**src/rtl/core/wcg_pkg.sv**
```systemverilog
// Shared types, constants and the sRGB linearization table builder for the
// WCAG contrast grader. Used by every module of the block; depends on nothing.
package wcg_pkg;

  localparam int LumFracBitsDef   = 16;
  localparam int RatioFracBitsDef = 8;

  localparam int ChanW   = 8;
  localparam int RatioW  = 13;
  localparam int GradeW  = 2;

  // Integer bits of the quotient: the ratio never reaches 32.
  localparam int RatioIntBits = 5;
  localparam int RatioSatInt  = 21;

  // Luminance weights out of 65536.
  localparam int WeightW = 16;
  localparam logic [WeightW-1:0] WeightRed   = 16'd13933;
  localparam logic [WeightW-1:0] WeightGreen = 16'd46871;
  localparam logic [WeightW-1:0] WeightBlue  = 16'd4732;

  localparam int LinWMax     = 25;
  localparam int LinTabDepth = 256;

  localparam int FifoDepth = 8;

  // Configuration register indexes.
  localparam int CfgIdxW = 2;
  localparam logic [CfgIdxW-1:0] CfgBgRed   = 2'd0;
  localparam logic [CfgIdxW-1:0] CfgBgGreen = 2'd1;
  localparam logic [CfgIdxW-1:0] CfgBgBlue  = 2'd2;

  localparam logic [ChanW-1:0] BgRedRst   = 8'd17;
  localparam logic [ChanW-1:0] BgGreenRst = 8'd20;
  localparam logic [ChanW-1:0] BgBlueRst  = 8'd24;

  typedef enum logic [GradeW-1:0] {
    GradeFail    = 2'd0,
    GradeAaLarge = 2'd1,
    GradeAa      = 2'd2,
    GradeAaa     = 2'd3
  } grade_e;

  typedef struct packed {
    logic [ChanW-1:0] red;
    logic [ChanW-1:0] green;
    logic [ChanW-1:0] blue;
  } color_t;

  typedef struct packed {
    logic [RatioW-1:0] ratio;
    logic [GradeW-1:0] grade_code;
  } result_t;

  typedef logic [LinWMax-1:0] lin_tab_t [LinTabDepth];

  // Builds the sRGB-to-linear table at elaboration. The power segment is
  // ((c/255 + 0.055)/1.055)^2.4, formed as t^2 times the fifth root of t^2 in
  // Q30, the root found by bisection. Entries are rounded half up.
  function automatic lin_tab_t build_lin_table(int unsigned frac_bits);
    lin_tab_t tab;
    longint unsigned cc;
    longint unsigned t;
    longint unsigned t2;
    longint unsigned lo;
    longint unsigned hi;
    longint unsigned mid;
    longint unsigned p;
    longint unsigned v;
    longint unsigned sh;
    int c;
    int k;
    for (c = 0; c < LinTabDepth; c++) begin
      cc = longint'(c);
      if (c <= 10) begin
        v = (cc * 64'd100 * (64'd1 << frac_bits) + 64'd164730) / 64'd329460;
        tab[c] = LinWMax'(v);
      end else begin
        t  = ((64'd1000 * cc + 64'd14025) << 30) / 64'd269025;
        t2 = (t * t) >> 30;
        lo = 64'd0;
        hi = 64'd1 << 30;
        while (lo < hi) begin
          mid = lo + ((hi - lo + 64'd1) >> 1);
          p = mid;
          for (k = 0; k < 4; k++) begin
            p = (p * mid) >> 30;
          end
          if (p <= t2) begin
            lo = mid;
          end else begin
            hi = mid - 64'd1;
          end
        end
        v  = (t2 * lo) >> 30;
        sh = 64'd30 - longint'(frac_bits);
        tab[c] = LinWMax'((v + (64'd1 << (sh - 64'd1))) >> sh);
      end
    end
    return tab;
  endfunction

endpackage

```
**src/rtl/core/wcg_fifo.sv**
```systemverilog
// Small register FIFO that decouples the front end from the divider.
// Depends on wcg_pkg for its default depth.
module wcg_fifo
  import wcg_pkg::*;
#(
  parameter int Width = 36,
  parameter int Depth = FifoDepth
) (
  input  logic                       clk_i,
  input  logic                       rst_ni,
  input  logic                       push_i,
  input  logic [Width-1:0]           data_i,
  input  logic                       pop_i,
  output logic [Width-1:0]           data_o,
  output logic [$clog2(Depth+1)-1:0] cnt_o
);

  localparam int PtrW = $clog2(Depth);
  localparam int CntW = $clog2(Depth + 1);

  logic [Width-1:0] mem_q [Depth];
  logic [PtrW-1:0]  wr_ptr_q;
  logic [PtrW-1:0]  rd_ptr_q;
  logic [CntW-1:0]  cnt_q;
  logic [CntW-1:0]  cnt_d;

  always_comb begin
    cnt_d = cnt_q;
    if (push_i && !pop_i) begin
      cnt_d = cnt_q + CntW'(1);
    end else if (pop_i && !push_i) begin
      cnt_d = cnt_q - CntW'(1);
    end
  end

  always_ff @(posedge clk_i or negedge rst_ni) begin
    if (!rst_ni) begin
      wr_ptr_q <= '0;
      rd_ptr_q <= '0;
      cnt_q    <= '0;
    end else begin
      cnt_q <= cnt_d;
      if (push_i) begin
        wr_ptr_q <= (wr_ptr_q == PtrW'(Depth - 1)) ? '0 : wr_ptr_q + PtrW'(1);
      end
      if (pop_i) begin
        rd_ptr_q <= (rd_ptr_q == PtrW'(Depth - 1)) ? '0 : rd_ptr_q + PtrW'(1);
      end
    end
  end

  always_ff @(posedge clk_i) begin
    if (push_i) begin
      mem_q[wr_ptr_q] <= data_i;
    end
  end

  assign data_o = mem_q[rd_ptr_q];
  assign cnt_o  = cnt_q;

endmodule

```
**config.mk**
```make
export PLATFORM = sky130hd
export DESIGN_NAME = wcg_fifo
export DESIGN_NICKNAME = d
export VERILOG_FILES = /design/src/rtl/core/wcg_pkg.sv /design/src/rtl/core/wcg_fifo.sv
export SDC_FILE = /design/constraint.sdc
export NUM_CORES = 1
export LEC_CHECK = 0
export ABC_AREA = 0
export ABC_CLOCK_PERIOD_IN_PS = 5000
export BUFFER_PORTS_ARGS = -buffer_cell sky130_fd_sc_hd__buf_4
export CORE_MARGIN = 5
export CORE_UTILIZATION = 53
export CTS_CLUSTER_SIZE = 25
export DETAILED_ROUTE_END_ITERATION = 16
export PLACE_DENSITY = 0.75
export SYNTH_ARGS = -nofsm -noshare
export SYNTH_HDL_FRONTEND = slang
export SYNTH_SLANG_ARGS = --single-unit
```
**constraint.sdc**
```tcl
create_clock -name clk_i -period 5 [get_ports clk_i]
set_clock_uncertainty 0.1 [all_clocks]
set_input_delay 0.5 -clock clk_i [delete_from_list [all_inputs] [get_ports clk_i]]
set_output_delay 0.5 -clock clk_i [all_outputs]
set_load 0.1 [all_outputs]
```
== Yosys cells after proc, flatten, opt, wreduce, memory -nomap -nowiden ==
Memory sizes are Yosys's and may differ from the RTL's.
Cells that the tools add are included.
Cells by class
  add/subtract/negate cells: 4
  equal/unequal tests: 2
  multiplexer cells: 6
  reduce and logical (&&, ||, !) cells: 5
Operator list (count)
  $mux 4: 2
  $add 3x1->3 const B: 2
  $eq 3x3->1 const B: 2
  $mux 3: 2
  $add 4x1->4 const B: 1
  $sub 4x1->4 const B: 1
  $logic_and 1x1->1: 2
  $logic_not 1->1: 2
  $mux 1: 2
  $reduce_bool 2->1: 1
Storage, ports and cells
  register bits: 10
  bits in writable memories: 288
  input port bits: 40
  output and inout port bits: 40
  word-level logic and storage cells: 21
  memories: 1
Memories
  mem_q: words 8, bits a word 36, read ports 1, clocked after Yosys merged registers in 0, write ports 1, line wcg_fifo.sv:21  | logic [Width-1:0] mem_q [Depth];

== Logic depth before layout (Yosys ltp) ==
  word-level depth: 4
  depth in mapped cells: 7
  gate-level depth less buffers: 7

== Worst setup path after synthesis ==
OpenSTA, ideal clock, no wires.
  path kind: input-to-reg
  start point: in push_i
  end point: mem mem_q[0][0], enable pin
  setup time: 0.474 ns
  arrival time: 3.069 ns
  data required time: 4.426 ns
  setup slack: 1.357 ns
  stages on the path: 2
  path buffers: 0
  cells stage by stage: nand2b_1 -> nor3_1
Between the ends
  cells in the longest elaborated chain, start to end: 2
RTL lines
  from (decl): line wcg_fifo.sv:11  | input logic push_i,
  $mux 1: line wcg_fifo.sv:53  | if (push_i) begin
  $mux 1 (not written as such): line wcg_fifo.sv:54  | mem_q[wr_ptr_q] <= data_i;
  to (decl): line wcg_fifo.sv:21
No other way between the ends.

== Worst setup path in the final report ==
  start point: reg rd_ptr_q[0]
  end point: out data_o[34]
Between the ends
  cells in the longest elaborated chain, start to end: 1
RTL lines
  from (decl): line wcg_fifo.sv:23  | logic [PtrW-1:0] rd_ptr_q;
  from (signal assigned): line wcg_fifo.sv:47  | rd_ptr_q <= (rd_ptr_q == PtrW'(Depth - 1)) ? '0 : rd_ptr_q + PtrW'(1);
  $mem_v2 8x36
  to (decl): line wcg_fifo.sv:14  | output logic [Width-1:0] data_o,
No other way between the ends.

==> reports/results.tsv <==
metric	value	unit
Hold Path Stages	1	
routability cong.	0.7569	
synthesized area per cell	23.93	um^2
area of the multi-input gates	0.002449	mm^2
Mapped Nets	526	
unrepaired setup endpoints after global routing	false	
Hold Startpoint	data_i[0]	
worst reg2reg path startpoint	rd_ptr_q[0]$_DFFE_PN0P_	
CTS Buffer Depth	3	
commonest non-fill, non-tap cell in the layout	edfxtp_1	
Unique masters post-synth	25	
NumNets Final	627	
CTS tree	built	
crit path DAT	3.08	ns
Worst Reg-to-Reg Cells	4	
Post-CTS Setup Bufs	0	
Skew-Pair Late Insertion Delay	0.53	ns
Iter 0 DRT Violations	472	
CP Max Fanout	39	
max cap viols	0	
die area	0.02462	mm^2
vias in the first global route	5562	
crit path launch type	flip-flop	
Layout fillers	1371	
clk slew on worst S/H paths	0.06	ns
Final min period	3.679	ns
detailed-route wire length	20.90	mm
post-DR wirelength/cell	23.92	um
Initial Util	54.07	%
port bufs	79	
synthesized flop and latch total	298	
crit path kind	reg2out	
clock sinks	298	
CP Capture Type	output pin	
fmax	271.8	MHz
R2R Setup Slk	2.59	ns
Crit path required time	4.40	ns
P&R area growth vs syn	15.58	%
FF/Latch Area	0.008907	mm^2
Hold Path Sink	mem_q[6][0]$_DFFE_PP_	
Critical path origin	rd_ptr_q[0]$_DFFE_PN0P_	
Post-DP HPWL	11.92	mm
1st-pass router iterations	4	
sequential-to-total area share from yosys stat	77.80	%
Tcrit/Tclk final	73.58	%
H-Tree Depth	1	
Die Y	156.9	um
Post-Synthesis Cells	478	
antenna violations before repair	0	
Die W	156.9	um
share of cells above drive strength 1	42.14	%
pins over their slew limit	0	
Cell Area, Synth	0.01144	mm^2
Slew @ Worst Pin	1.138	ns
status	complete, no violations	
# setup viols final	0	
IO Pins	80	
Tightest Hold Check Type	in2reg	
post-route antenna net violation count	0	
reg2reg end	rd_ptr_q[2]$_DFFE_PN0P_	
vias per cell	5.910	
largest net degree at the start of global routing	75	
first-pass GRT wire length	32.62	mm
Setup TNS Final	0	ns
Row Count	53	
Root Buffer	clkbuf_16	
DR vias	5165	
Hold Fails Final Rpt	0	
Num CTS Buffers	28	
Core Area	0.02115	mm^2
Slew headroom	24.16	%
yosys warns	0	
DRC violations left	0	
most frequent cells in the layout	edfxtp_1 (288), buf_4 (91), mux4_2 (72)	
grt total ovfl	0	
Tot GR Track Use	17.47	%
[logic make-up (layout without fill, tap and decap cells)]
logic type	Yosys count	in the layout	share of synthesized area, %
other cells	0	1	0
simple gates	24	24	1.028
compound gates	7	7	0.4047
xor+xnor	2	2	0.1532
mux	115	115	18.40
fa+ha+maj	8	8	0.9408
buf+inv	24	144	1.269
flops	298	298	77.80
[registers in the layout, indices dropped and copies added, names as in the netlist]
name,count
mem_q,288
cnt_o,4
rd_ptr_q,3
wr_ptr_q,3
[stage by stage]
step                      worst slack (ns)  std cells  util (%)  cell area [um^2]  hold slack, ns
after floorplan                      1.357        478         -             11440          0.1044
after global placement               1.818        823     58.59             12390          0.2376
after detailed placement             1.813        823     58.59             12390          0.2400
after CTS                            1.235        873     62.48             13220         0.07841
after global routing                 1.082        873     62.48             13220         0.09233
final                                1.321        874     62.49             13220          0.1001
[layer usage]
| metal | global-route usage, % | share of wire (%) |
|---|---|---|
| met1 | 24.61 | 40 |
| met2 | 28.76 | 51 |
| met3 | 3.382 | 7.3 |
| met4 | 4.463 | 2.1 |
| met5 | 0 | 0 |
[synthesized netlist by cell type]
library cell,count,area [um^2]
nand2_1,4,15.01
a21oi_1,2,10.01
o211ai_1,2,15.01
or4_1,1,7.510
nor3_1,3,15.01
fa_1,1,20.02
or3_1,1,6.260
mux2_2,42,473.0
mux2i_1,1,10.01
nand2b_1,3,18.77
inv_1,3,11.26
buf_1,2,7.510
edfxtp_1,288,8648
buf_6,7,78.83
buf_2,2,10.01
clkbuf_1,10,37.54
xnor2_1,2,17.52
ha_1,7,87.58
a2111o_1,1,11.26
nand3_1,2,10.01
nand3b_1,2,15.01
nor2_1,8,30.03
o21ai_0,2,10.01
dfrtp_1,10,250.2
mux4_2,72,1622
[cell type report]
| type | instances | area share (%) |
|---|---|---|
| antenna | 1 | 0.01893 |
| clock buffer | 39 | 5.774 |
| clock inverter | 10 | 0.3691 |
| inverter | 3 | 0.08519 |
| multi-input combinational | 156 | 18.52 |
| sequential | 298 | 67.38 |
| tap | 275 | 2.603 |
| timing repair buffer | 92 | 5.244 |
[how the worst max path moves through the flow]
stage               slack, ns                     to
finish                   1.32             data_o[34]
global route             1.08             data_o[34]
CTS                      1.23             data_o[32]
detailed placement       1.81             data_o[32]
global placement         1.82             data_o[34]
floorplan                1.36  mem_q[0][0]$_DFFE_PP_
[worst max-delay path: stages (launching register included)]
cell and delay [ns]:
dfrtp_4 0.94, buf_4 0.49, mux4_2 0.55, mux2_2 0.31
buf_4 0.24
[what timing repair did]
action | 4_1_cts | 5_1_grt
endpoints found under the hold margin | 10 | 0
setup endpoints to repair | 0 | 0
gates resized for setup | 0 | 0
hold buffers | 1 | 0
Power is left out: the tool's default activity adds up to more than one toggle a clock period on the data nets, which glitch-free logic cannot reach.
