`src/rtl/core/wcg_pkg.sv`:
```
// Shared types, constants and the sRGB linearization table builder for the
// WCAG contrast grader. Used by every module of the block; depends on nothing.
package wcg_pkg;

  localparam int LumFracBitsDef   = 16;
  localparam int RatioFracBitsDef = 8;

  localparam int ChanW   = 8;
  localparam int RatioW  = 13;
  localparam int GradeW  = 2;

  // Integer bits of the quotient: the ratio never reaches 32.
  localparam int RatioIntBits = 5;
  localparam int RatioSatInt  = 21;

  // Luminance weights out of 65536.
  localparam int WeightW = 16;
  localparam logic [WeightW-1:0] WeightRed   = 16'd13933;
  localparam logic [WeightW-1:0] WeightGreen = 16'd46871;
  localparam logic [WeightW-1:0] WeightBlue  = 16'd4732;

  localparam int LinWMax     = 25;
  localparam int LinTabDepth = 256;

  localparam int FifoDepth = 8;

  // Configuration register indexes.
  localparam int CfgIdxW = 2;
  localparam logic [CfgIdxW-1:0] CfgBgRed   = 2'd0;
  localparam logic [CfgIdxW-1:0] CfgBgGreen = 2'd1;
  localparam logic [CfgIdxW-1:0] CfgBgBlue  = 2'd2;

  localparam logic [ChanW-1:0] BgRedRst   = 8'd17;
  localparam logic [ChanW-1:0] BgGreenRst = 8'd20;
  localparam logic [ChanW-1:0] BgBlueRst  = 8'd24;

  typedef enum logic [GradeW-1:0] {
    GradeFail    = 2'd0,
    GradeAaLarge = 2'd1,
    GradeAa      = 2'd2,
    GradeAaa     = 2'd3
  } grade_e;

  typedef struct packed {
    logic [ChanW-1:0] red;
    logic [ChanW-1:0] green;
    logic [ChanW-1:0] blue;
  } color_t;

  typedef struct packed {
    logic [RatioW-1:0] ratio;
    logic [GradeW-1:0] grade_code;
  } result_t;

  typedef logic [LinWMax-1:0] lin_tab_t [LinTabDepth];

  // Builds the sRGB-to-linear table at elaboration. The power segment is
  // ((c/255 + 0.055)/1.055)^2.4, formed as t^2 times the fifth root of t^2 in
  // Q30, the root found by bisection. Entries are rounded half up.
  function automatic lin_tab_t build_lin_table(int unsigned frac_bits);
    lin_tab_t tab;
    longint unsigned cc;
    longint unsigned t;
    longint unsigned t2;
    longint unsigned lo;
    longint unsigned hi;
    longint unsigned mid;
    longint unsigned p;
    longint unsigned v;
    longint unsigned sh;
    int c;
    int k;
    for (c = 0; c < LinTabDepth; c++) begin
      cc = longint'(c);
      if (c <= 10) begin
        v = (cc * 64'd100 * (64'd1 << frac_bits) + 64'd164730) / 64'd329460;
        tab[c] = LinWMax'(v);
      end else begin
        t  = ((64'd1000 * cc + 64'd14025) << 30) / 64'd269025;
        t2 = (t * t) >> 30;
        lo = 64'd0;
        hi = 64'd1 << 30;
        while (lo < hi) begin
          mid = lo + ((hi - lo + 64'd1) >> 1);
          p = mid;
          for (k = 0; k < 4; k++) begin
            p = (p * mid) >> 30;
          end
          if (p <= t2) begin
            lo = mid;
          end else begin
            hi = mid - 64'd1;
          end
        end
        v  = (t2 * lo) >> 30;
        sh = 64'd30 - longint'(frac_bits);
        tab[c] = LinWMax'((v + (64'd1 << (sh - 64'd1))) >> sh);
      end
    end
    return tab;
  endfunction

endpackage

```
`src/rtl/core/wcg_back.sv`:
```
// Back end of the contrast grader: pipelined restoring divider, one quotient
// bit per stage, then saturation and grading. Depends on wcg_pkg.
module wcg_back
  import wcg_pkg::*;
#(
  parameter int RatioFracBits = RatioFracBitsDef,
  parameter int DenW          = LumFracBitsDef + 2
) (
  input  logic            clk_i,
  input  logic            rst_ni,
  input  logic            vld_i,
  input  logic [DenW-1:0] num_i,
  input  logic [DenW-1:0] den_i,
  output logic            done_o,
  output result_t         res_o
);

  localparam int QuoW = RatioIntBits + RatioFracBits;
  localparam int NumW = DenW + RatioFracBits;
  localparam int CmpW = DenW + QuoW;
  localparam logic [QuoW-1:0] RatioMax = QuoW'(RatioSatInt << RatioFracBits);
  localparam logic [QuoW-1:0] Thr7     = QuoW'(7 << RatioFracBits);
  localparam logic [QuoW-1:0] Thr45    = QuoW'((9 << RatioFracBits) >> 1);
  localparam logic [QuoW-1:0] Thr3     = QuoW'(3 << RatioFracBits);

  logic [QuoW:0]     vld_q;
  logic [NumW-1:0]   rem_q [QuoW];
  logic [DenW-1:0]   den_q [QuoW];
  logic [QuoW-1:0]   quo_q [QuoW];
  logic [NumW-1:0]   rem_d [QuoW];
  logic [QuoW-1:0]   quo_d [QuoW];
  logic [QuoW-1:0]   qf_q;
  logic [QuoW-1:0]   sat;
  grade_e            grade;
  logic              done_q;
  result_t           res_q;

  // Stage j settles quotient bit QuoW-1-j; the quotient is known to fit.
  for (genvar j = 0; j < QuoW; j++) begin : g_step
    localparam int Sh = QuoW - 1 - j;
    logic [CmpW-1:0] dsh;
    logic            ge;
    assign dsh      = CmpW'(den_q[j]) << Sh;
    assign ge       = CmpW'(rem_q[j]) >= dsh;
    assign rem_d[j] = ge ? NumW'(CmpW'(rem_q[j]) - dsh) : rem_q[j];
    assign quo_d[j] = quo_q[j] | (QuoW'(ge) << Sh);
  end

  always_ff @(posedge clk_i) begin
    rem_q[0] <= NumW'(num_i) << RatioFracBits;
    den_q[0] <= den_i;
    quo_q[0] <= '0;
    for (int j = 1; j < QuoW; j++) begin
      rem_q[j] <= rem_d[j-1];
      den_q[j] <= den_q[j-1];
      quo_q[j] <= quo_d[j-1];
    end
    qf_q <= quo_d[QuoW-1];
  end

  assign sat = (qf_q > RatioMax) ? RatioMax : qf_q;

  always_comb begin
    if (sat >= Thr7) begin
      grade = GradeAaa;
    end else if (sat >= Thr45) begin
      grade = GradeAa;
    end else if (sat >= Thr3) begin
      grade = GradeAaLarge;
    end else begin
      grade = GradeFail;
    end
  end

  always_ff @(posedge clk_i or negedge rst_ni) begin
    if (!rst_ni) begin
      vld_q  <= '0;
      done_q <= 1'b0;
    end else begin
      vld_q  <= {vld_q[QuoW-1:0], vld_i};
      done_q <= vld_q[QuoW];
    end
  end

  always_ff @(posedge clk_i) begin
    res_q.ratio      <= RatioW'(sat);
    res_q.grade_code <= grade;
  end

  assign done_o = done_q;
  assign res_o  = res_q;

endmodule

```
`config.mk`:
```
export PLATFORM = sky130hd
export DESIGN_NAME = wcg_back
export DESIGN_NICKNAME = d
export VERILOG_FILES = /design/src/rtl/core/wcg_pkg.sv /design/src/rtl/core/wcg_back.sv
export SDC_FILE = /design/constraint.sdc
export NUM_CORES = 1
export LEC_CHECK = 0
export BUFFER_PORTS_ARGS = -buffer_cell sky130_fd_sc_hd__buf_2
export CORE_MARGIN = 10
export CORE_UTILIZATION = 45
export CTS_CLUSTER_SIZE = 25
export DETAILED_ROUTE_END_ITERATION = 8
export PLACE_DENSITY = 0.59
export RECOVER_POWER = 25
export SLEW_MARGIN = 20
export SYNTH_ARGS = -nofsm -noshare
export SYNTH_HDL_FRONTEND = slang
export SYNTH_SLANG_ARGS = --single-unit
```
`constraint.sdc`:
```
create_clock -name clk_i -period 2.8 [get_ports clk_i]
set_input_delay 0.56 -clock clk_i [delete_from_list [all_inputs] [get_ports clk_i]]
set_output_delay 0.56 -clock clk_i [all_outputs]
set_load 0.005 [all_outputs]
```
== After elaboration in Yosys (flattened, before gate mapping) ==
Memory sizes are Yosys's and may differ from the RTL's.
Cells that the tools add are included.

* Output and inout port bits: 16
* Word-level logic and storage cells: 67
* Bits in latches: 0
* Memory bits (read-only): 0
* Bits of input ports: 39
* RAM bits: 741
* Bits in registers: 43
* Memories kept: 3

{| class="wikitable"
|+ Memory list
! memory !! words !! bits a word !! rd ports !! clocked after Yosys merged registers in !! wr ports !! line !! source
|-
| rem_q || 13 || 26 || 13 || 0 || 13 || wcg_back.sv:27 || <nowiki>logic [NumW-1:0] rem_q [QuoW];</nowiki>
|-
| den_q || 13 || 18 || 13 || 0 || 13 || wcg_back.sv:28 || <nowiki>logic [DenW-1:0] den_q [QuoW];</nowiki>
|-
| quo_q || 13 || 13 || 13 || 0 || 13 || wcg_back.sv:29 || <nowiki>logic [QuoW-1:0] quo_q [QuoW];</nowiki>
|}

* Div/mod/pow operators: 0
* Equality and inequality tests: 0
* Reduce and logical (&&, ||, !) cells: 1
* Shifts and indexed selects: 0
* $lt $le $gt $ge: 17
* Multiply operators: 0
* Mux-type cells: 15
* Add/sub/neg operators: 12
* Bitwise gates (word level): 13

{| class="wikitable"
|+ Operator list
! operator !! number
|-
| 26-bit 2-to-1 mux || 12
|-
| 26-bit subtractor || 5
|-
| 26-bit by 30-bit >= comparator with 1-bit output || 1
|-
| 26-bit by 29-bit >= comparator with 1-bit output || 1
|-
| 26-bit by 28-bit >= comparator with 1-bit output || 1
|-
| 26-bit by 27-bit >= comparator with 1-bit output || 1
|-
| 13-bit by 11-bit >= comparator with 1-bit output, second input constant || 2
|-
| 26-bit by 18-bit >= comparator with 1-bit output || 1
|-
| 26-bit by 19-bit >= comparator with 1-bit output || 1
|-
| 26-bit by 20-bit >= comparator with 1-bit output || 1
|-
| 26-bit by 21-bit >= comparator with 1-bit output || 1
|-
| 26-bit by 22-bit >= comparator with 1-bit output || 1
|-
| 26-bit by 23-bit >= comparator with 1-bit output || 1
|-
| 26-bit by 24-bit >= comparator with 1-bit output || 1
|-
| 26-bit by 25-bit >= comparator with 1-bit output || 1
|-
| 26-bit >= comparator || 1
|-
| 26-bit by 19-bit subtractor with 26-bit output || 1
|-
| 26-bit by 20-bit subtractor with 26-bit output || 1
|-
| 26-bit by 21-bit subtractor with 26-bit output || 1
|-
| 26-bit by 22-bit subtractor with 26-bit output || 1
|-
| 26-bit by 23-bit subtractor with 26-bit output || 1
|-
| 26-bit by 24-bit subtractor with 26-bit output || 1
|-
| 26-bit by 25-bit subtractor with 26-bit output || 1
|-
| 13-bit by 10-bit >= comparator with 1-bit output, second input constant || 1
|-
| 17 further kinds || 18
|}

== Depth between registers and ports, before layout ==
* Depth in word-level cells: 5
* Depth in mapped cells: 13
* Gate-level depth less buffers: 12

== Least setup slack after synthesis ==
No wires, ideal clock.

* Path type: register to register
* From: mem rem_q[0][87] (netlist bit)
* To: mem rem_q[0][113] (netlist bit)
* Path slack: 0.143 ns
* Cell stages (with the launch flop): 13
* Data arrival time: 2.538 ns
* Cells stage by stage: dfxtp_1 > inv_1 > ha_1 > fa_1 > nand2b_1 > a21oi_1 > o21ai_1 > a21oi_1 > nor2_1 > o21ai_1 > buf_2 > buf_2 > a21oi_1

{| class="wikitable"
|+ RTL lines
! element !! line
|-
| start, declared || wcg_back.sv:27
|}

==> metrics <==
Die Y 262 microns; core region area 57900 sq um; most frequent cells in the layout 597 x dfxtp_1, 282 x inv_1, 216 x ha_1, 195 x nand2_1, 168 x a21oi_1; worst reg2reg path depth 11; Slew @ Worst Pin ~650 ps; worst hold path stage count 1; buffers and inverters on the worst path 2; post-synthesis cell count 2751; Synth async-reset ratio 2.43%; critical path data required time 3330 ps; Max Root-Sink Buffers 3; Final Cell Area 31400 sq um; Avg WL per Cell 15.9 microns; CP Launch Type flip-flop; clock skew 33.3 ps; worst ir drop on vdd about 0.57 mV; Seq cells post-synth 617; final setup vio count 1; min-delay src den_i[17]; crit-path max FO 3; critical path's slowest cell o41a_1; hpwl dp between 40 and 50 mm; Routed WL ~60 mm; initial antenna violation count 0; Reg-to-Reg Start den_q[1][55]; number of max-cap violations 0; post-synth cell types 87; pin count of the biggest net entering global routing 33; NumNets Final about 3200; CP endpoint kind flip-flop; port bufs 54; CTS tree done; Inserted Clock Buffers 69; Root Buffer clkbuf_16; failing checks negative setup slack; first-pass GRT wire length 97.2 mm; Tcrit/Tclk final 100%; H-tree levels 3; EDFF count, synth 0; Post-Syn Area per Cell 9.61 sq um; RSZ-0062 raised after global routing yes; Die Wd 262 microns; Initial Util between 40 and 50%; count of final hold-check violations 0; xor/xnor cell area share of the yosys netlist just over 6%; Synth Warn # 0; crit path DAT 3340 ps; max incr delay on CP 410 ps; Hold EP den_q[0][17]; synthesized cell area between 20000 and 30000 sq um; Period minus WS final approximately 2800 ps; share of the synthesized area in the top cell type between 40 and 50%; vias in the first global route 19400; clk_lat worst skew ~620 ps; Yosys top cell by area dfxtp_1; Max Freq ~0.36 GHz; Synth Area in Adders 11.5%; leakage 0.0143 uW; Vias/cell 5.15; multiplexer share of the synthesized area under 10%; Synth Flop Type dfxtp_1; I/O pin cnt 55; fin worst setup slack -8.06 ps; post-synth net total 3025; Seq/Total Area, Yosys 47.0%; commonest non-fill, non-tap cell in the layout dfxtp_1; cells taking the most area after synthesis dfxtp_1 46%, ha_1 11%, inv_1 4.0%, a21oi_1 3.5%, xnor2_1 3.2%; Via Count 19400; Clock Sinks 617; Rows 88; Initial DRC Count 1053; Antenna Nets Post-Route 0; clock-pin slew on the worst setup and hold paths 60 ps; die area 68800 sq um; Final Max Tran Viols 0; R2R Setup Slk -8 ps; r2r endpoint rem_q[1][124]; post-synthesis compound-gate area fraction 15.3%; share of cells above drive strength 1 ~15%; largest family of logic cells by synthesized area compound AO/OA/AOI/OAI gates; status finished, violations left; DRT Pass-1 Iters 6; Final Util 54.2%; Placed Area 28300 sq um; total track usage between 10% and 20%; Worst path top cell family by delay compound AO/OA/AOI/OAI gates; kind of critical path reg2reg; Ant. Diodes 0; Layout area overhead 18.7%; Routability Congestion 0.902; worst rel slew slack ~57%; Pwr Density 1140 nW/um^2; Post-route DRC 0; worst path cell trace inv_2, ha_4, nor2b_4, o31a_1, o41a_1, a311oi_2, buf_4, o31ai_4, a22o_1, nor3_2, xor2_1; GR Overflow Total 0; simple-gate share of the synthesized area between 10% and 20%; type of the worst min-delay path in2reg
-- kinds of logic after synthesis --
family | Yosys count
AOI/OAI and AO/OA | 643
xor gates and xnor gates | 187
adders and majority gates | 235
buffers and inverters | 336
DFF | 617
muxes | 69
and+or+nand+nor | 664
-- power breakdown --
group	total, uW	switching (uW)	internal (uW)	leakage (uW)
clock network	9370	3740	5640	0.00118
logic	14200	7570	6600	0.00794
registers	12200	1280	10900	0.00523
total	35700	12600	23100	0.0143
-- worst reg2reg max path: stages (launching register included) --
cell and delay, ps:
dfxtp_2 340, inv_2 50, ha_4 210, nor2b_4 120
o31a_1 320, o41a_1 410, a311oi_2 400, buf_4 200
o31ai_4 70, a22o_1 280, nor3_2 180, xor2_1 140
-- how the worst max path moves through the flow --
stage	startpoint	endpoint	depth (start not counted)
5_1_grt	den_q[1][55]	rem_q[1][124]	11
3_3_place_gp	den_q[0][36]	rem_q[0][93]	12
2_1_floorplan	rem_q[0][87]	rem_q[0][113]	12
6_report	den_q[1][55]	rem_q[1][124]	11
4_1_cts	den_q[1][55]	rem_q[1][128]	11
3_5_place_dp	rem_q[0][62]	rem_q[0][93]	13
-- sequential cells by signal, indices dropped and copies added (netlist names) --
signal / flops
res_o: 15
rem_q: 262
den_q: 234
quo_q: 78
vld_q: 14
done_o: 1
qf_q: 13
-- timing repair --
item                                   CTS  global route
pin swaps                                6            41
hold buffers                             5             0
buffers inserted                         0            14
setup endpoints to repair               46           173
gates resized for setup                 15            95
endpoints found under the hold margin   19             0
gates cloned                             0             2
-- synthesized netlist by cell type (14+ instances only) --
master / number
or3_1: 16
xor2_1: 90
o21bai_1: 20
mux2_2: 61
a21o_1: 77
dfrtp_1: 15
nand3_1: 45
buf_2: 17
o21a_1: 34
ha_1: 223
o31ai_1: 17
o21ai_0: 164
inv_1: 283
nand2_1: 195
clkbuf_1: 27
a211oi_1: 18
nand2b_1: 26
nor3_1: 66
a31oi_1: 23
nand4_1: 28
nor2_1: 165
xnor2_1: 97
dfxtp_1: 602
and2_1: 20
a21oi_1: 184
nor4_1: 14
o211ai_1: 20
nor2b_1: 37
-- layout make-up --
type / count / area [sq um]
clock buffers: 96 / 1960
inverters: 285 / 1070
fillers: 5203 / 26500
multi-input cells: 1798 / 13100
repair buffers: 177 / 1360
well taps: 765 / 957
clock inverters: 29 / 485
flip-flops and latches: 617 / 12400
-- stage by stage --
stage          power, uW  std cells  setup TNS, ps  hold slack [ps]  setup WS [ps]
6_report           35700       3767          -8.06             39.1          -8.06
3_5_place_dp       25800       3621          -2350              312           -116
5_1_grt            38200       3767           -680             8.77           -138
3_3_place_gp       25600       3621          -1960              310           -144
4_1_cts            35400       3751              0            0.324           3.67
2_1_floorplan      21900       2751              0              264            143
-- routing by layer --
| layer | global-route usage [%] | part of all wire, % | routed length, microns | up-vias |
|---|---|---|---|---|
| li1 | - | - | - | 9833 |
| met4 | 6.59 | 3.0 | 1830 | 0 |
| met3 | 2.69 | 3.6 | 2150 | 124 |
| met2 | 30.3 | 50 | 30200 | 358 |
| met5 | 0 | 0 | 0 | - |
| met1 | 19.7 | 43 | 25900 | 9101 |
(Power assumes the default switching activity.)
